===== config.mk =====
export PLATFORM = sky130hd
export DESIGN_NAME = tagged_value_stream_parser_top
export DESIGN_NICKNAME = d
export VERILOG_FILES = /design/src/rtl/core/tvsp_pkg.sv /design/src/rtl/core/tvsp_regs.sv /design/src/rtl/core/tvsp_front.sv /design/src/rtl/core/tvsp_queue.sv /design/src/rtl/core/tvsp_back.sv /design/src/rtl/core/tagged_value_stream_parser_top.sv
export SDC_FILE = /design/constraint.sdc
export NUM_CORES = 1
export LEC_CHECK = 0
export ABC_AREA = 0
export BUFFER_PORTS_ARGS = -buffer_cell sky130_fd_sc_hd__buf_2
export CORE_ASPECT_RATIO = 1.4
export CORE_UTILIZATION = 40
export DETAILED_ROUTE_END_ITERATION = 8
export GPL_TIMING_DRIVEN = 0
export PLACE_DENSITY = 0.61
export SYNTH_ARGS = -nofsm -noshare
export SYNTH_HDL_FRONTEND = slang
export SYNTH_SLANG_ARGS = --single-unit

===== constraint.sdc =====
create_clock -name aclk -period 9.5 [get_ports aclk]
set_clock_uncertainty 0.05 [all_clocks]
set_input_delay 0.475 -clock aclk [delete_from_list [all_inputs] [get_ports aclk]]
set_output_delay 0.475 -clock aclk [all_outputs]
set_load 0.005 [all_outputs]

===== src/rtl/core/tvsp_pkg.sv =====
`default_nettype none
// ----------------------------------------------------------------------------
// tvsp_pkg
// Shared constants, types and the sync marker table for the tagged value
// stream parser.
// ----------------------------------------------------------------------------
package tvsp_pkg;

    localparam int SYNC_LEN    = 28;
    localparam int SYNC_W      = 5;
    localparam int MAX_VARS    = 64;
    localparam int VAR_ID_W    = 6;
    localparam int TEXT_W      = 19;
    localparam int QUEUE_DEPTH = 4;
    localparam int QPTR_W      = 2;
    localparam int QCNT_W      = 3;
    localparam int APB_ADDR_W  = 6;
    localparam int APB_DATA_W  = 64;
    localparam int OUT_TDATA_W = 88;

    localparam logic [31:0] LOG_ID = 32'hFFFF_FFFF;

    typedef enum logic [2:0] {
        REG_VAR_COUNT    = 3'd0,
        REG_VAR_TYPE_MAP = 3'd1,
        REG_OWNED_MAP    = 3'd2,
        REG_MAX_TEXT_LEN = 3'd3,
        REG_HOST_LEVEL   = 3'd4
    } tvsp_reg_idx_t;

    typedef enum logic [1:0] {
        KIND_NUMBER = 2'd0,
        KIND_STRING = 2'd1,
        KIND_LOG    = 2'd2,
        KIND_ERROR  = 2'd3
    } tvsp_kind_t;

    typedef enum logic [1:0] {
        CMD_NUM_SHIFT = 2'd0,
        CMD_NUM_LAST  = 2'd1,
        CMD_TEXT      = 2'd2,
        CMD_ERROR     = 2'd3
    } tvsp_op_t;

    typedef struct packed {
        tvsp_op_t              op;
        tvsp_kind_t            kind;
        logic [VAR_ID_W-1:0]   var_id;
        logic [7:0]            data;
        logic                  last;
        logic [7:0]            level;
    } tvsp_cmd_t;

    typedef struct packed {
        logic [6:0]            var_count;
        logic [63:0]           var_type_map;
        logic [63:0]           owned_map;
        logic [TEXT_W-1:0]     max_text_len;
        logic [7:0]            host_log_level;
    } tvsp_cfg_t;

    function automatic logic [7:0] marker_byte(input logic [SYNC_W-1:0] idx);
        logic [7:0] b;
        case (idx)
            5'd0:  b = 8'h0A;
            5'd1:  b = 8'h78;
            5'd2:  b = 8'h73;
            5'd3:  b = 8'h79;
            5'd4:  b = 8'h73;
            5'd5:  b = 8'h67;
            5'd6:  b = 8'h75;
            5'd7:  b = 8'h61;
            5'd8:  b = 8'h72;
            5'd9:  b = 8'h64;
            5'd10: b = 8'h64;
            5'd11: b = 8'h5F;
            5'd12: b = 8'h69;
            5'd13: b = 8'h6E;
            5'd14: b = 8'h69;
            5'd15: b = 8'h74;
            5'd16: b = 8'h5F;
            5'd17: b = 8'h76;
            5'd18: b = 8'h65;
            5'd19: b = 8'h72;
            5'd20: b = 8'h73;
            5'd21: b = 8'h69;
            5'd22: b = 8'h6F;
            5'd23: b = 8'h6E;
            5'd24: b = 8'h5F;
            5'd25: b = 8'h31;
            5'd26: b = 8'h0A;
            5'd27: b = 8'h00;
            default: b = 8'h00;
        endcase
        return b;
    endfunction

endpackage
`default_nettype wire


===== src/rtl/core/tvsp_regs.sv =====
`default_nettype none
// ----------------------------------------------------------------------------
// tvsp_regs
// APB configuration register file.
// ----------------------------------------------------------------------------
module tvsp_regs
    import tvsp_pkg::*;
(
    input  wire logic                  aclk,
    input  wire logic                  aresetn,
    input  wire logic                  psel,
    input  wire logic                  penable,
    input  wire logic                  pwrite,
    input  wire logic [APB_ADDR_W-1:0] paddr,
    input  wire logic [APB_DATA_W-1:0] pwdata,
    output logic      [APB_DATA_W-1:0] prdata,
    output logic                       pready,
    output tvsp_cfg_t                  cfg
);

    logic [6:0]        var_count_reg;
    logic [63:0]       var_type_map_reg;
    logic [63:0]       owned_map_reg;
    logic [TEXT_W-1:0] max_text_len_reg;
    logic [7:0]        host_log_level_reg;

    logic          wr_en;
    tvsp_reg_idx_t reg_idx;

    assign pready  = 1'b1;
    assign wr_en   = psel && penable && pwrite && pready;
    assign reg_idx = tvsp_reg_idx_t'(paddr[APB_ADDR_W-1:3]);

    always_ff @(posedge aclk) begin
        if (!aresetn) begin
            var_count_reg      <= '0;
            var_type_map_reg   <= '0;
            owned_map_reg      <= '0;
            max_text_len_reg   <= TEXT_W'(262144);
            host_log_level_reg <= '0;
        end else if (wr_en) begin
            case (reg_idx)
                REG_VAR_COUNT:    var_count_reg      <= pwdata[6:0];
                REG_VAR_TYPE_MAP: var_type_map_reg   <= pwdata;
                REG_OWNED_MAP:    owned_map_reg      <= pwdata;
                REG_MAX_TEXT_LEN: max_text_len_reg   <= pwdata[TEXT_W-1:0];
                REG_HOST_LEVEL:   host_log_level_reg <= pwdata[7:0];
                default: ;
            endcase
        end
    end

    always_comb begin
        case (reg_idx)
            REG_VAR_COUNT:    prdata = {57'd0, var_count_reg};
            REG_VAR_TYPE_MAP: prdata = var_type_map_reg;
            REG_OWNED_MAP:    prdata = owned_map_reg;
            REG_MAX_TEXT_LEN: prdata = {{(APB_DATA_W-TEXT_W){1'b0}}, max_text_len_reg};
            REG_HOST_LEVEL:   prdata = {56'd0, host_log_level_reg};
            default:          prdata = '0;
        endcase
    end

    assign cfg.var_count      = var_count_reg;
    assign cfg.var_type_map   = var_type_map_reg;
    assign cfg.owned_map      = owned_map_reg;
    assign cfg.max_text_len   = max_text_len_reg;
    assign cfg.host_log_level = host_log_level_reg;

endmodule
`default_nettype wire


===== src/rtl/core/tvsp_front.sv =====
`default_nettype none
// ----------------------------------------------------------------------------
// tvsp_front
// Byte classifier: sync search, id collection and record tracking. Turns each
// accepted byte into at most one command for the back end.
// ----------------------------------------------------------------------------
module tvsp_front
    import tvsp_pkg::*;
(
    input  wire logic       aclk,
    input  wire logic       aresetn,
    input  wire logic       in_accept,
    input  wire logic       req_type,
    input  wire logic [7:0] in_byte,
    input  wire tvsp_cfg_t  cfg,
    output logic            push,
    output tvsp_cmd_t       push_cmd
);

    logic              halted_reg,     halted_next;
    logic [SYNC_W-1:0] sync_pos_reg,   sync_pos_next;
    logic [31:0]       id_shift_reg,   id_shift_next;
    logic [2:0]        id_count_reg,   id_count_next;
    logic [7:0]        level_reg,      level_next;
    logic              level_have_reg, level_have_next;
    logic [3:0]        num_count_reg,  num_count_next;
    logic [TEXT_W-1:0] text_count_reg, text_count_next;

    logic [31:0]         id_cat;
    logic                id_ok;
    logic                shown;
    logic                keep;
    logic [3:0]          num_inc;
    logic [VAR_ID_W-1:0] idx;

    assign id_cat  = {id_shift_reg[23:0], in_byte};
    assign id_ok   = (id_cat < {25'd0, cfg.var_count}) && (id_cat < 32'(MAX_VARS))
                     && cfg.owned_map[id_cat[VAR_ID_W-1:0]];
    assign shown   = level_reg <= cfg.host_log_level;
    assign keep    = text_count_reg < cfg.max_text_len;
    assign num_inc = num_count_reg + 4'd1;
    assign idx     = id_shift_reg[VAR_ID_W-1:0];

    always_comb begin
        halted_next     = halted_reg;
        sync_pos_next   = sync_pos_reg;
        id_shift_next   = id_shift_reg;
        id_count_next   = id_count_reg;
        level_next      = level_reg;
        level_have_next = level_have_reg;
        num_count_next  = num_count_reg;
        text_count_next = text_count_reg;
        push            = 1'b0;
        push_cmd.op     = CMD_NUM_SHIFT;
        push_cmd.kind   = KIND_NUMBER;
        push_cmd.var_id = '0;
        push_cmd.data   = in_byte;
        push_cmd.last   = 1'b0;
        push_cmd.level  = '0;

        if (in_accept) begin
            if (req_type) begin
                halted_next     = 1'b0;
                sync_pos_next   = SYNC_W'(1);
                id_shift_next   = '0;
                id_count_next   = '0;
                level_next      = '0;
                level_have_next = 1'b0;
                num_count_next  = '0;
                text_count_next = '0;
            end else if (halted_reg) begin
                halted_next = 1'b1;
            end else if (sync_pos_reg < SYNC_W'(SYNC_LEN)) begin
                if (marker_byte(sync_pos_reg) == in_byte) begin
                    sync_pos_next = sync_pos_reg + SYNC_W'(1);
                end else begin
                    sync_pos_next = SYNC_W'(1);
                end
            end else if (id_count_reg < 3'd4) begin
                id_shift_next = id_cat;
                id_count_next = id_count_reg + 3'd1;
                if (id_count_reg == 3'd3) begin
                    level_have_next = 1'b0;
                    num_count_next  = '0;
                    text_count_next = '0;
                    if (id_cat != LOG_ID && !id_ok) begin
                        halted_next   = 1'b1;
                        push          = 1'b1;
                        push_cmd.op   = CMD_ERROR;
                        push_cmd.kind = KIND_ERROR;
                        push_cmd.data = '0;
                    end
                end
            end else if (id_shift_reg == LOG_ID) begin
                push_cmd.kind  = KIND_LOG;
                push_cmd.op    = CMD_TEXT;
                push_cmd.level = level_reg;
                if (!level_have_reg) begin
                    level_next      = in_byte;
                    level_have_next = 1'b1;
                    if (in_byte == 8'd0) begin
                        id_count_next   = '0;
                        level_have_next = 1'b0;
                        text_count_next = '0;
                        num_count_next  = '0;
                    end
                end else if (in_byte != 8'd0) begin
                    if (keep) begin
                        text_count_next = text_count_reg + TEXT_W'(1);
                    end
                    push = keep && shown;
                end else begin
                    id_count_next   = '0;
                    level_have_next = 1'b0;
                    text_count_next = '0;
                    num_count_next  = '0;
                    push            = shown;
                    push_cmd.last   = 1'b1;
                end
            end else if (cfg.var_type_map[idx]) begin
                push_cmd.kind   = KIND_STRING;
                push_cmd.op     = CMD_TEXT;
                push_cmd.var_id = idx;
                if (in_byte != 8'd0) begin
                    if (keep) begin
                        text_count_next = text_count_reg + TEXT_W'(1);
                    end
                    push = keep;
                end else begin
                    id_count_next   = '0;
                    level_have_next = 1'b0;
                    text_count_next = '0;
                    num_count_next  = '0;
                    push            = 1'b1;
                    push_cmd.last   = 1'b1;
                end
            end else begin
                push            = 1'b1;
                push_cmd.var_id = idx;
                num_count_next  = num_inc;
                if (num_inc >= 4'd8) begin
                    push_cmd.op     = CMD_NUM_LAST;
                    id_count_next   = '0;
                    level_have_next = 1'b0;
                    text_count_next = '0;
                    num_count_next  = '0;
                end
            end
        end
    end

    always_ff @(posedge aclk) begin
        if (!aresetn) begin
            halted_reg     <= 1'b1;
            sync_pos_reg   <= SYNC_W'(1);
            id_shift_reg   <= '0;
            id_count_reg   <= '0;
            level_reg      <= '0;
            level_have_reg <= 1'b0;
            num_count_reg  <= '0;
            text_count_reg <= '0;
        end else begin
            halted_reg     <= halted_next;
            sync_pos_reg   <= sync_pos_next;
            id_shift_reg   <= id_shift_next;
            id_count_reg   <= id_count_next;
            level_reg      <= level_next;
            level_have_reg <= level_have_next;
            num_count_reg  <= num_count_next;
            text_count_reg <= text_count_next;
        end
    end

endmodule
`default_nettype wire


===== src/rtl/core/tvsp_queue.sv =====
`default_nettype none
// ----------------------------------------------------------------------------
// tvsp_queue
// Small command FIFO between the classifier and the back end.
// ----------------------------------------------------------------------------
module tvsp_queue
    import tvsp_pkg::*;
(
    input  wire logic      aclk,
    input  wire logic      aresetn,
    input  wire logic      push,
    input  wire tvsp_cmd_t push_cmd,
    output logic           full,
    input  wire logic      pop,
    output logic           q_valid,
    output tvsp_cmd_t      q_cmd
);

    tvsp_cmd_t         entry_reg [QUEUE_DEPTH];
    logic [QPTR_W-1:0] wr_ptr_reg, wr_ptr_next;
    logic [QPTR_W-1:0] rd_ptr_reg, rd_ptr_next;
    logic [QCNT_W-1:0] count_reg,  count_next;

    assign full    = count_reg == QCNT_W'(QUEUE_DEPTH);
    assign q_valid = count_reg != '0;
    assign q_cmd   = entry_reg[rd_ptr_reg];

    always_comb begin
        wr_ptr_next = push ? wr_ptr_reg + QPTR_W'(1) : wr_ptr_reg;
        rd_ptr_next = pop  ? rd_ptr_reg + QPTR_W'(1) : rd_ptr_reg;
        count_next  = count_reg + QCNT_W'(push) - QCNT_W'(pop);
    end

    always_ff @(posedge aclk) begin
        if (push) begin
            entry_reg[wr_ptr_reg] <= push_cmd;
        end
    end

    always_ff @(posedge aclk) begin
        if (!aresetn) begin
            wr_ptr_reg <= '0;
            rd_ptr_reg <= '0;
            count_reg  <= '0;
        end else begin
            wr_ptr_reg <= wr_ptr_next;
            rd_ptr_reg <= rd_ptr_next;
            count_reg  <= count_next;
        end
    end

`ifndef NO_ASSERTIONS
    a_no_overfill: assert property (@(posedge aclk) disable iff (!aresetn)
        push |-> !full)
        else $error("command queue written while full");
    a_no_underrun: assert property (@(posedge aclk) disable iff (!aresetn)
        pop |-> q_valid)
        else $error("command queue read while empty");
    a_count_range: assert property (@(posedge aclk) disable iff (!aresetn)
        count_reg <= QCNT_W'(QUEUE_DEPTH))
        else $error("command queue count out of range");
    a_ptr_track: assert property (@(posedge aclk) disable iff (!aresetn)
        (count_reg == '0) |-> (wr_ptr_reg == rd_ptr_reg))
        else $error("command queue pointers disagree with count");
`endif

endmodule
`default_nettype wire


===== src/rtl/core/tvsp_back.sv =====
`default_nettype none
// ----------------------------------------------------------------------------
// tvsp_back
// Executes queued commands: assembles number words and drives the result
// output register.
// ----------------------------------------------------------------------------
module tvsp_back
    import tvsp_pkg::*;
(
    input  wire logic                   aclk,
    input  wire logic                   aresetn,
    input  wire logic                   q_valid,
    input  wire tvsp_cmd_t              q_cmd,
    output logic                        pop,
    output logic                        m_tvalid,
    input  wire logic                   m_tready,
    output logic      [OUT_TDATA_W-1:0] m_tdata,
    output logic      [1:0]             m_tuser,
    output logic                        m_tlast
);

    logic [63:0]         num_shift_reg,  num_shift_next;
    logic                out_valid_reg,  out_valid_next;
    tvsp_kind_t          out_kind_reg,   out_kind_next;
    logic [VAR_ID_W-1:0] out_id_reg,     out_id_next;
    logic [63:0]         out_bits_reg,   out_bits_next;
    logic [7:0]          out_char_reg,   out_char_next;
    logic                out_last_reg,   out_last_next;
    logic [7:0]          out_level_reg,  out_level_next;

    logic out_free;
    logic shift_only;

    assign out_free   = !out_valid_reg || m_tready;
    assign shift_only = q_cmd.op == CMD_NUM_SHIFT;
    assign pop        = q_valid && (shift_only || out_free);

    always_comb begin
        num_shift_next = num_shift_reg;
        out_valid_next = out_valid_reg && !m_tready;
        out_kind_next  = out_kind_reg;
        out_id_next    = out_id_reg;
        out_bits_next  = out_bits_reg;
        out_char_next  = out_char_reg;
        out_last_next  = out_last_reg;
        out_level_next = out_level_reg;
        if (pop) begin
            case (q_cmd.op)
                CMD_NUM_SHIFT: begin
                    num_shift_next = {num_shift_reg[55:0], q_cmd.data};
                end
                CMD_NUM_LAST: begin
                    num_shift_next = {num_shift_reg[55:0], q_cmd.data};
                    out_valid_next = 1'b1;
                    out_kind_next  = KIND_NUMBER;
                    out_id_next    = q_cmd.var_id;
                    out_bits_next  = {num_shift_reg[55:0], q_cmd.data};
                    out_char_next  = '0;
                    out_last_next  = 1'b0;
                    out_level_next = '0;
                end
                CMD_TEXT: begin
                    out_valid_next = 1'b1;
                    out_kind_next  = q_cmd.kind;
                    out_id_next    = q_cmd.var_id;
                    out_bits_next  = '0;
                    out_char_next  = q_cmd.last ? 8'd0 : q_cmd.data;
                    out_last_next  = q_cmd.last;
                    out_level_next = q_cmd.level;
                end
                default: begin
                    out_valid_next = 1'b1;
                    out_kind_next  = KIND_ERROR;
                    out_id_next    = '0;
                    out_bits_next  = '0;
                    out_char_next  = '0;
                    out_last_next  = 1'b0;
                    out_level_next = '0;
                end
            endcase
        end
    end

    always_ff @(posedge aclk) begin
        num_shift_reg <= num_shift_next;
        out_kind_reg  <= out_kind_next;
        out_id_reg    <= out_id_next;
        out_bits_reg  <= out_bits_next;
        out_char_reg  <= out_char_next;
        out_last_reg  <= out_last_next;
        out_level_reg <= out_level_next;
    end

    always_ff @(posedge aclk) begin
        if (!aresetn) begin
            out_valid_reg <= 1'b0;
        end else begin
            out_valid_reg <= out_valid_next;
        end
    end

    assign m_tvalid = out_valid_reg;
    assign m_tuser  = out_kind_reg;
    assign m_tlast  = out_last_reg;
    assign m_tdata  = {2'b00, out_level_reg, out_char_reg, out_bits_reg, out_id_reg};

`ifndef NO_ASSERTIONS
    a_pop_needs_slot: assert property (@(posedge aclk) disable iff (!aresetn)
        (pop && !shift_only) |-> out_free)
        else $error("result issued into an occupied output register");
    a_load_sets_valid: assert property (@(posedge aclk) disable iff (!aresetn)
        (pop && !shift_only) |=> m_tvalid)
        else $error("issued result not presented");
    a_error_fields: assert property (@(posedge aclk) disable iff (!aresetn)
        (m_tvalid && m_tuser == KIND_ERROR) |-> (m_tdata == '0 && !m_tlast))
        else $error("error result carries payload");
`endif

endmodule
`default_nettype wire


===== src/rtl/core/tagged_value_stream_parser_top.sv =====
`default_nettype none
// ----------------------------------------------------------------------------
// tagged_value_stream_parser_top
// Parser for a synced, id-tagged byte stream carrying number, string and log
// records.
//
//   port group  dir  content
//   ----------  ---  -----------------------------------------------------
//   APB         in   config regs at 8*i: var_count, var_type_map,
//                    owned_map, max_text_len, host_log_level
//   s_*         in   tuser[0] restart, tdata[7:0] link byte
//   m_*         out  tuser kind, tlast terminator, tdata packed fields
//
// One input transfer per cycle while s_tready is high; each byte updates only
// classifier state. A result passes through the command queue, then the output
// register. s_tready falls only when the four-entry command queue is full,
// i.e. after the result side has stalled for a while. After reset the parser
// is halted and ignores data until a restart transfer.
// ----------------------------------------------------------------------------
module tagged_value_stream_parser_top
    import tvsp_pkg::*;
(
    input  wire logic                   aclk,
    input  wire logic                   aresetn,
    input  wire logic                   psel,
    input  wire logic                   penable,
    input  wire logic                   pwrite,
    input  wire logic [APB_ADDR_W-1:0]  paddr,
    input  wire logic [APB_DATA_W-1:0]  pwdata,
    output logic      [APB_DATA_W-1:0]  prdata,
    output logic                        pready,
    input  wire logic                   s_tvalid,
    output logic                        s_tready,
    input  wire logic [7:0]             s_tdata,   // [7:0] in_byte
    input  wire logic [0:0]             s_tuser,   // [0] req_type
    output logic                        m_tvalid,
    input  wire logic                   m_tready,
    // [5:0] var_id, [69:6] number_bits, [77:70] text_char, [85:78] msg_level
    output logic      [OUT_TDATA_W-1:0] m_tdata,
    output logic      [1:0]             m_tuser,   // [1:0] result_kind
    output logic                        m_tlast    // text_last
);

    tvsp_cfg_t cfg;
    tvsp_cmd_t push_cmd;
    tvsp_cmd_t q_cmd;
    logic      push;
    logic      full;
    logic      pop;
    logic      q_valid;
    logic      in_accept;

    assign s_tready  = !full;
    assign in_accept = s_tvalid && s_tready;

    tvsp_regs u_regs (
        .aclk    (aclk),
        .aresetn (aresetn),
        .psel    (psel),
        .penable (penable),
        .pwrite  (pwrite),
        .paddr   (paddr),
        .pwdata  (pwdata),
        .prdata  (prdata),
        .pready  (pready),
        .cfg     (cfg)
    );

    tvsp_front u_front (
        .aclk      (aclk),
        .aresetn   (aresetn),
        .in_accept (in_accept),
        .req_type  (s_tuser[0]),
        .in_byte   (s_tdata),
        .cfg       (cfg),
        .push      (push),
        .push_cmd  (push_cmd)
    );

    tvsp_queue u_queue (
        .aclk     (aclk),
        .aresetn  (aresetn),
        .push     (push),
        .push_cmd (push_cmd),
        .full     (full),
        .pop      (pop),
        .q_valid  (q_valid),
        .q_cmd    (q_cmd)
    );

    tvsp_back u_back (
        .aclk     (aclk),
        .aresetn  (aresetn),
        .q_valid  (q_valid),
        .q_cmd    (q_cmd),
        .pop      (pop),
        .m_tvalid (m_tvalid),
        .m_tready (m_tready),
        .m_tdata  (m_tdata),
        .m_tuser  (m_tuser),
        .m_tlast  (m_tlast)
    );

endmodule
`default_nettype wire


* Word-level counts from Yosys, hierarchy flattened *
Memory sizes are Yosys's and may differ from the RTL's. A register that Yosys moved wholly into a read port is not among the register bits.
Cells that the tools add are included.

cells by class
  add/subtract/negate cells = 8
  $lt $le $gt $ge = 9
  equal/unequal tests = 18
  muxes and demuxes = 121
  bitwise gates (word level) = 1
  reduce and logical (&&, ||, !) cells = 40

operators with widths
  cell                                                    count
  one-hot mux 64 bit (5 select lines)                     1
  2-to-1 mux 19 bit                                       12
  2-to-1 mux 32 bit                                       4
  one-hot mux 64 bit (2 select lines)                     1
  2-to-1 mux 8 bit                                        15
  2-to-1 mux 27 bit                                       4
  2-to-1 mux 4 bit                                        15
  2-to-1 mux 1 bit                                        40
  equality test 32 bit (second input constant)            1
  < comparator 32 x 7 -> 1 bit                            1
  < comparator 32 x 7 -> 1 bit (second input constant)    1
  inequality test 32 bit (second input constant)          1
  one-hot mux 8 bit (2 select lines)                      2
  2-to-1 mux 3 bit                                        10
  2-to-1 mux 5 bit                                        6
  adder 19 x 1 -> 19 bit (second input constant)          1
  < comparator 19 bit                                     1
  AND reduction 6 bit                                     3
  < comparator 6 x 7 -> 1 bit (second input constant)     2
  AND reduction 2 bit                                     7
  binary-select mux 1 bit (select 6 bit)                  2
  2-to-1 mux 6 bit                                        2
  one-hot mux 6 bit (2 select lines)                      1
  inequality test 5 x 3 -> 1 bit (second input constant)  2
  other kinds (37)                                        62

storage, ports and cells
  bits in registers = 388
  memory bits (writable) = 108
  ROM bits = 224
  bits of input ports = 86
  output and inout port bits = 158
  logic and storage cells = 223
  memories kept = 2

memories
  name               words  width  rd ports  clocked after Yosys merged registers in  wr ports  line              RTL
  (no name shown)    32     7      1         1                                        0         tvsp_pkg.sv:64    case (idx)
  u_queue.entry_reg  4      27     1         1                                        1         tvsp_queue.sv:19  tvsp_cmd_t entry_reg [QUEUE_DEPTH];

* Longest topological paths before layout *
Gate-level depths: netlist of the first run.

  depth after elaboration = 14
  depth in mapped cells = 15
  gate-level depth less buffers = 13

* Hierarchy *
A second synthesis of the first run with hierarchy kept.

second synthesis, totals
  cells, all modules = 1932
  area total of the unflattened synthesis = 22945.8 µm²

modules (own cells, without submodules)
  module                          instances  cells an instance  area each (µm²)  seq. area each (µm²)
  tvsp_regs                       1          743                7146.9           3243.1
  tvsp_front                      1          740                6271.0           1601.5
  tvsp_back                       1          263                5129.9           4374.2
  tvsp_queue                      1          184                4388.0           3423.3
  tagged_value_stream_parser_top  1          2                  10.0             0.0

* Worst setup path before layout of the first run *
OpenSTA, ideal clock, no wires.

  path kind = register to register
  from = reg (tool-made name)
  to = reg u_back.out_last_reg, in the netlist u_back.m_tlast, enable pin
  library setup time = 649 ps
  data arrival time = 8008 ps
  required time = 8801 ps
  path slack = 793 ps
  stages on the path, launching flop included = 7
  path buffers = 2
  period minus slack after synthesis = 8707 ps
  path through = dfxtp_1 -> clkbuf_1 -> buf_1 -> mux4_2 -> inv_1 -> ha_1 -> nor3_1

RTL lines
  item                  line             RTL
  to (signal assigned)  tvsp_back.sv:90  out_last_reg <= out_last_next;
  to (decl)             tvsp_back.sv:28  logic out_last_reg, out_last_next;

==> impl_results.md, run 1 <==
- Drt total wl: 62400 um
- Tot Pwr: 0.00518 W
- Part of the Yosys area used for sequential elements: 56.9%
- Skew-Pair Late Insertion Delay: 0.61 ns
- Placed insts: 3004
- Post-DR wirelength/cell: 20.2 um
- I/O Buffers: 233
- Vias: 16800
- EDFF count, synth: 253
- Cell Int Power: 0.00386 W
- Setup crit end kind: register
- Die Ht: 281 um
- Ys async rst share: 0%
- Top_reg_cell synth: edfxtp_1
- Sequential share of power: 49.9%
- HP Class: in2reg
- Root Driver: clkbuf_16
- Synth top area cells: edfxtp_1, dfxtp_1, nand2_1, mux4_2, a21oi_1
- Clock Sinks: 505
- Synth cell types: 75
- Yosys top cell by area: edfxtp_1
- Clock period minus worst slack: 4.39 ns
- Post_cts resized: 0
- Initial antenna violation count: 4
- Required time worst endpoint: 9.71 ns
- Sw Pwr: 0.00133 W
- First-pass GRT wire length: 95800 um
- Post-DP HPWL: 46400 um
- Gate power share: 13.0%
- GPL Wtd Cong: 0.918
- Synth Register Bits: 505
- Overall routing resource usage: 21.8%
- Synthesis Warnings: 0
- Non-filler instance count after layout: 3098
- H-tree level count: 2
- Synth Cell Area: 0.0222 mm2
- Row cnt: 101
- Period Utilization, post-route: 46.2%
- DR DRC count: 0
- Vias in the first global route: 16500
- Setup Buffers After CTS: 0
- FF/Latch Area: 0.0126 mm2
- Hold violation count in the final report: 0
- Drt first-iter violations: 1040
- Sw Share: 25.6%
- Max-cap violations: 0
- Nets: 2474
- ANT nets after route: 0
- Largest net degree at the start of global routing: 36
- CTS tree: yes
- Max reg flops: 108
- Vias/cell: 5.41
- First-pass iteration count of the detailed router: 5
- Fraction of layout cells with a size suffix above 1: 17.9%
- Worst relative slew slack: 33.1%
- Type of the worst setup path: reg2reg
- Area grow syn2layout: 17.0%
- DP Area: 0.0244 mm2
- Global route overflow: 0
- Post-synth top area share: 34.2%
- RSZ-0062 raised after global routing: false
- Io pins: 244
- Crit path DAT: 4.60 ns
- Die Wd: 201 um
- Clk pwr share: 37.1%
- Cells after Synth: 2040
- Total CTS buffers: 49
- Maximum vdd ir drop: 0.000139 V
- Crit-path max FO: 35
- Avg Inst Size Synth: 10.9 um2
- Hold buffer count at CTS: 0
- P_leak: 9.33 nW
- Initial Util: 40.7%
- PD cells: 199 mW/mm2
- Layout fillers: 5146
- Endpoints failing setup: 0
- Outcome: finished clean
- Core area: 0.0546 mm2
- Worst-path clk slew: 0.06 ns
- F_max: 228 MHz
- Final instance area: 0.0260 mm2
- Pins Over Slew Limit: 0
- Die area: 0.0565 mm2
- CP Launch Type: register
- Area of the multi-input gates: 0.00877 mm2
- Slew @ Worst Pin: 1.00 ns
- Maximum number of buffers from clock root to sink: 3
## through the flow
step | hold slack, ns | TNS (ns) | worst slack [ns] | util [%]
5_1_grt | 0.0550 | 0 | 4.70 | 47.6
2_1_floorplan | 0.368 | 0 | 0.793 | -
6_report | 0.0628 | 0 | 5.11 | 47.6
3_3_place_gp | 0.372 | -236.19 | -2.64 | 44.5
3_5_place_dp | 0.375 | 0 | 4.92 | 44.7
4_1_cts | 0.0352 | 0 | 4.89 | 47.6
## worst paths after layout
path	from	to	slack [ns]	cells past startpoint
max reg2reg	register	u_back.num_shift_reg[23]	5.11	8
min	pwdata[50]	u_regs.owned_map_reg[50]	0.06	3
min reg2reg	u_back.num_shift_reg[20]	u_back.num_shift_reg[28]	0.39	0
max	register	u_back.num_shift_reg[23]	5.11	8
## layout make-up
cell class | count | area share [%]
sequential | 505 | 48.6
clock inverter | 22 | 0.640
antenna | 3 | 0.0289
clock buffer | 69 | 5.36
multi-input combinational | 1340 | 33.7
inverter | 62 | 0.895
tap | 721 | 3.47
timing repair buffer | 242 | 4.94
buffer | 134 | 2.31
## cells in the mapped netlist, types with 8 or more instances
| master | instances |
|---|---|
| mux4_2 | 50 |
| edfxtp_1 | 253 |
| nor2b_1 | 12 |
| nor3_1 | 13 |
| o211ai_1 | 9 |
| xnor2_1 | 23 |
| o21ai_0 | 16 |
| o22ai_1 | 9 |
| nor2_1 | 122 |
| a22oi_1 | 50 |
| ha_1 | 53 |
| nand3_1 | 36 |
| mux2i_1 | 51 |
| and2_1 | 117 |
| nor4_1 | 16 |
| and3_1 | 15 |
| clkbuf_1 | 99 |
| a21oi_1 | 193 |
| a22o_1 | 46 |
| buf_2 | 8 |
| nand4_1 | 27 |
| nand2_1 | 349 |
| dfxtp_1 | 252 |
| buf_1 | 13 |
| a31oi_1 | 11 |
| a21o_1 | 11 |
| mux2_2 | 17 |
| inv_1 | 61 |
## power by group through the flow
stage | Clock [W] | Sequential (W) | Combinational (W)
CTS | 0.00196 | 0.00259 | 0.000694
global route | 0.00204 | 0.00261 | 0.000744
floorplan | 0 | 0.00269 | 0.000290
finish | 0.00192 | 0.00259 | 0.000676
detailed placement | 0 | 0.00264 | 0.000693
global placement | 0 | 0.00271 | 0.000627
## layout by cell type, fill, tap and decap left out, types with 51 or more instances in the layout
master    instances
nand2_1         349
ha_1             53
nor2_1          122
inv_1            61
clkbuf_1        111
mux2i_1          51
edfxtp_1        253
buf_2           241
a21oi_1         193
dfxtp_1         252
and2_1          113
## critical path, cell delays in order (launching register included)
cell	delay, ns
dfxtp_1	0.31
clkbuf_1	0.53
buf_1	0.74
mux4_2	0.61
inv_1	0.10
ha_1	0.22
clkbuf_1	0.55
o21a_2	0.63
buf_12	0.29
## cells by family after synthesis
family                     synth area share, %
buffers and inverters                     3.74
AOI/OAI and AO/OA                         11.5
xor gates and xnor gates                  1.02
muxes                                     8.23
DFF                                       56.9
and+or+nand+nor                           15.5
adders and majority gates                 3.07
other                                   0.0338
## routing by layer
metal	track usage [%]	share of wire (%)	up-vias
li1	-	-	7922
met5	0	0.032	-
met1	25.6	40	8135
met2	39.2	51	591
met4	9.03	3.6	4
met3	3.40	5.5	121
No activity file was read; power rests on OpenSTA's default activity.
==> run 2, diff against run 1 <==
==> constraint.sdc (replaced) <==
create_clock -name aclk -period 4.15 [get_ports aclk]
set_clock_uncertainty 0.05 [all_clocks]
set_input_delay 0.2075 -clock aclk [delete_from_list [all_inputs] [get_ports aclk]]
set_output_delay 0.2075 -clock aclk [all_outputs]
set_load 0.005 [all_outputs]
==> run 2 against run 1 <==
Non-clock buffer count up 64. Worst hold slack worse by 0.028 ns. Final area up 3.0%. Critical path type unchanged. Final cell count up 2.0%. Sequential share of layout area down 1.4 points. First-iteration DRC count up 22%. Via count up 1.4%. Critical endpoint is now u_queue.entry_reg[3][20]. Sequential power up 130%.
==> impl_results.md, run 2 (synthesis gave the netlist of run 1 again) <==
- Outcome: finished clean
- Max-cap violations: 0
- DP Area: 0.0244 mm2
- Crit path from: u_front.id_shift_reg[1]
- Worst r2r src: u_front.id_shift_reg[1]
- Die area: 0.0565 mm2
- FF-to-FF path depth: 11
- Vias/cell: 5.38
- Initial Util: 40.7%
- Total CTS buffers: 49
- Drt total wl: 62700 um
- Vias in the first global route: 16800
- Final core occ: 49.0%
- Setup crit end kind: register
- PD cells: 454 mW/mm2
- Vias: 17000
- Pins Over Slew Limit: 0
- Core area: 0.0546 mm2
- F_max: 246 MHz
- Commonest non-fill, non-tap cell in the layout: nand2_1
- First-pass iteration count of the detailed router: 5
- Nets: 2538
- Crit-path max FO: 27
- Maximum number of buffers from clock root to sink: 3
- Initial antenna violation count: 2
- Die Ht: 281 um
- Placed insts: 3001
- Required time worst endpoint: 4.31 ns
- GPL Wtd Cong: 0.893
- Setup Buffers After CTS: 0
- Max reg flops: 108
- Worst reg2reg endpoint: u_queue.entry_reg[3][20]
- Maximum vdd ir drop: 0.000277 V
- CTS tree: yes
- Hold violation count in the final report: 0
- Slew @ Worst Pin: 1.02 ns
- P_leak: 9.65 nW
- First-pass GRT wire length: 95600 um
- Overall routing resource usage: 21.8%
- CP Launch Type: register
- Skew-Pair Late Insertion Delay: 0.63 ns
- Area grow syn2layout: 20.5%
- Period Utilization, post-route: 97.9%
- HP Class: in2reg
- Clock Sinks: 505
- Endpoints failing setup: 0
- DR DRC count: 0
- RSZ-0062 raised after global routing: true
- Fraction of layout cells with a size suffix above 1: 17.4%
- I/O Buffers: 233
- Root Driver: clkbuf_16
- Post-DR wirelength/cell: 19.8 um
- Non-filler instance count after layout: 3160
- Drt first-iter violations: 1266
- ANT nets after route: 0
- Crit path DAT: 4.22 ns
- H-tree level count: 2
- R2R setup slack: 0.09 ns
- Die Wd: 201 um
- Worst relative slew slack: 31.9%
- Io pins: 244
- Hold slack final: 0.0345 ns
- Largest net degree at the start of global routing: 36
- Worst-path clk slew: 0.07 ns
- Row cnt: 101
- Most frequent cells in the layout: nand2_1, edfxtp_1, dfxtp_1, buf_2, a21oi_1
- Final instance area: 0.0268 mm2
- Global route overflow: 0
- Worst Setup EP: u_queue.entry_reg[3][20]
- Final TNS setup: 0 ns
- Post-DP HPWL: 46700 um
- Clock period minus worst slack: 4.06 ns
- Type of the worst setup path: reg2reg
[run 2: cell count changes in the layout (fill, tap and decap cells not counted), sizes merged]
cell	delta
dlygate4sd3	+67
bufinv	+5
clkbuf	-5
buf	-3
clkinv	-3
clkinvlp	+2
diode	-1
[run 2: what timing repair did]
action / CTS / global route
endpoints found under the hold margin: 165 / 0
hold buffers: 67 / 0
endpoints found under the setup margin: 0 / 108
resized for setup: 0 / 1
[run 2: through the flow]
stage                     total power, W  setup slack, ns
after detailed placement         0.00762          -0.0479
after CTS                         0.0123           0.0695
after floorplan                  0.00677           0.0398
after global placement           0.00753            -1.18
final                             0.0122           0.0889
after global routing              0.0126           -0.103
[run 2: worst max-delay path, stage by stage (launching register included)]
cell	delay [ns]
dfxtp_1	0.33
buf_6	0.19
buf_4	0.27
buf_4	0.27
mux2i_1	0.38
a22oi_1	0.13
a31oi_1	0.19
o211ai_1	0.24
a21o_1	0.30
a32o_1	0.32
a22oi_4	0.25
and2_2	0.68
[run 2: worst min-delay path by stage]
stage	from	end	slack, ns	cells past startpoint
global route	aresetn	u_front.sync_pos_reg[4]	0.02	3
CTS	aresetn	u_front.sync_pos_reg[4]	0.002	3
floorplan	pwdata[10]	u_regs.var_type_map_reg[10]	0.29	2
finish	aresetn	u_front.sync_pos_reg[4]	0.03	3
detailed placement	u_back.num_shift_reg[21]	u_back.num_shift_reg[29]	0.38	0
global placement	u_back.num_shift_reg[0]	u_back.num_shift_reg[8]	0.37	0
[run 2: final cells by class]
| cell class | count | area, um2 |
|---|---|---|
| Clock buffer | 64 | 1350 |
| Timing Repair Buffer | 306 | 1940 |
| Buffer | 134 | 603 |
| Antenna cell | 2 | 5.00 |
| Multi-Input combinational cell | 1340 | 8770 |
| Inverter | 62 | 233 |
| Sequential cell | 505 | 12600 |
| Tap cell | 721 | 902 |
| Fill cell | 5030 | 27800 |
| Clock inverter | 26 | 312 |
[run 2: routing by layer]
metal | track usage, % | up-vias | part of all wire (%)
li1 | - | 8050 | -
met1 | 25.0 | 8195 | 39
met2 | 39.8 | 624 | 51
met3 | 3.55 | 139 | 5.6
met4 | 9.50 | 0 | 4.3
met5 | 0 | - | 0
[run 2: power by group]
group	switching (W)	internal [W]
Sequential	0.000149	0.00578
Combinational	0.000910	0.000678
Clock	0.00196	0.00268
==> run 3, diff against run 2 <==
--- a/config.mk
+++ b/config.mk
@@ -11,6 +11,7 @@
 export CORE_UTILIZATION = 40
 export DETAILED_ROUTE_END_ITERATION = 8
 export GPL_TIMING_DRIVEN = 0
+export MAX_ROUTING_LAYER = met4
 export PLACE_DENSITY = 0.61
 export SYNTH_ARGS = -nofsm -noshare
 export SYNTH_HDL_FRONTEND = slang
==> constraint.sdc (replaced) <==
create_clock -name aclk -period 4.5 [get_ports aclk]
set_clock_uncertainty 0.05 [all_clocks]
set_input_delay 0.225 -clock aclk [delete_from_list [all_inputs] [get_ports aclk]]
set_output_delay 0.225 -clock aclk [all_outputs]
set_load 0.005 [all_outputs]
==> run 3 against run 2 <==
Non-clock buffer count up 1. Count of clock-buffer cells in the layout up 4. Via count up 0.33%. Total power down 7.1%. Maximum frequency up 0.34%. Worst hold slack better by 0.11 ns. Combinational power down 7%. First-iteration DRC count down 22%. Final cell count about the same. Sequential share of layout area down 0.086 points. Final area up 0.18%. Flip-flop and latch count unchanged.
==> impl_results.md, run 3 (synthesis gave the netlist of run 1 again) <==
- Outcome: finished clean
- Final TNS setup: 0 ns
- Tot Pwr: 0.0113 W
- Overall routing resource usage: 22.7%
- Largest net degree at the start of global routing: 36
- PD cells: 421 mW/mm2
- Most frequent cells in the layout: nand2_1, edfxtp_1, dfxtp_1, buf_2, a21oi_1
- Vias in the first global route: 17000
- Worst slack, placed: 0.238 ns
- Maximum vdd ir drop: 0.000282 V
- Worst-path clk slew: 0.07 ns
- Post-DR wirelength/cell: 20.0 um
- Global route overflow: 0
- Drt total wl: 63100 um
- F_max: 247 MHz
- Final core occ: 49.1%
- Endpoints failing setup: 0
- GPL Wtd Cong: 0.906
- Crit path DAT: 4.22 ns
- H-tree level count: 2
- Total CTS buffers: 50
- ANT nets after route: 0
- Post-DP HPWL: 46800 um
- Crit-path max FO: 27
- First-pass iteration count of the detailed router: 7
- Area grow syn2layout: 20.7%
- Row cnt: 101
- Clock period minus worst slack: 4.05 ns
- Die Wd: 201 um
- FF/Latch Area: 0.0126 mm2
- Root Driver: clkbuf_16
- CTS tree: yes
- P_leak: 9.68 nW
- Maximum number of buffers from clock root to sink: 3
- Area of the multi-input gates: 0.00877 mm2
- Worst relative slew slack: 35.0%
- Worst Setup Slack, final: 0.453 ns
- DR DRC count: 0
- Layout fillers: 5040
- Commonest non-fill, non-tap cell in the layout: nand2_1
- HP Class: in2reg
- Max-cap violations: 0
- Type of the worst setup path: reg2reg
- RSZ-0062 raised after global routing: false
- Vias: 17100
- Pins Over Slew Limit: 0
- Drt first-iter violations: 992
- Post_cts resized: 0
- Die area: 0.0565 mm2
- Nets: 2540
- Core area: 0.0546 mm2
- Period Utilization, post-route: 89.9%
- Setup crit end kind: register
- Hold slack final: 0.141 ns
- Die Ht: 281 um
- Skew-Pair Late Insertion Delay: 0.61 ns
- CP Launch Type: register
- Fraction of layout cells with a size suffix above 1: 17.4%
- I/O Buffers: 233
- Vias/cell: 5.39
- Hold violation count in the final report: 0
- Required time worst endpoint: 4.67 ns
- Initial antenna violation count: 2
- Io pins: 244
- Initial Util: 40.7%
- First-pass GRT wire length: 97600 um
- Slew @ Worst Pin: 0.974 ns
- Clock Sinks: 505
- Max reg flops: 108
-- run 3: critical path, cell delays in order, from the launching register on --
cell	delay, ns
dfxtp_1	0.43
buf_6	0.21
buf_2	0.30
inv_1	0.23
mux2i_1	0.28
a221oi_1	0.12
a2111o_1	0.50
a21o_1	0.24
a32o_1	0.32
a22oi_4	0.25
and2_2	0.70
-- run 3: worst paths after layout --
kind	from	end	slack, ns	depth (start not counted)
worst min register to register	u_back.num_shift_reg[32]	u_back.num_shift_reg[40]	0.39	0
worst max-delay path	u_front.id_shift_reg[0]	u_queue.entry_reg[3][22]	0.45	10
worst min-delay path	s_tuser	u_front.level_have_reg	0.14	3
worst max register to register	u_front.id_shift_reg[0]	u_queue.entry_reg[3][22]	0.45	10
-- run 3: cell type report --
class | count | area share [%]
flip-flops and latches | 505 | 47.1
multi-input cells | 1340 | 32.7
repair buffers | 307 | 7.33
clock buffers | 68 | 5.25
well taps | 721 | 3.36
plain buffers | 134 | 2.24
clock inverters | 24 | 1.07
inverters | 62 | 0.868
diodes | 2 | 0.0187
-- run 3: power breakdown --
group          total (W)  switching, W  internal (W)
combinational    0.00148      0.000844      0.000640
sequential       0.00548      0.000148       0.00533
clock            0.00433       0.00184       0.00250
total             0.0113       0.00283       0.00847
-- run 3: layer usage --
layer	part of all wire, %	wire (um)	global-route usage, %
met1	40	25300	25.9
met2	51	32500	40.7
met3	5.2	3280	3.14
met4	3.3	2070	8.14
met5	0	0	-
-- run 3: per-stage QoR --
| step | std cells | cell area [um2] |
|---|---|---|
| 2_1_floorplan | 2041 | 22200 |
| 3_3_place_gp | 2995 | 24300 |
| 3_5_place_dp | 3001 | 24400 |
| 4_1_cts | 3161 | 26800 |
| 5_1_grt | 3163 | 26800 |
| 6_report | 3163 | 26800 |
-- run 3: what timing repair did --
item | 4_1_cts | 5_1_grt
hold endpoints to repair | 166 | 0
setup buffers | 0 | 0
hold buffers | 68 | 0
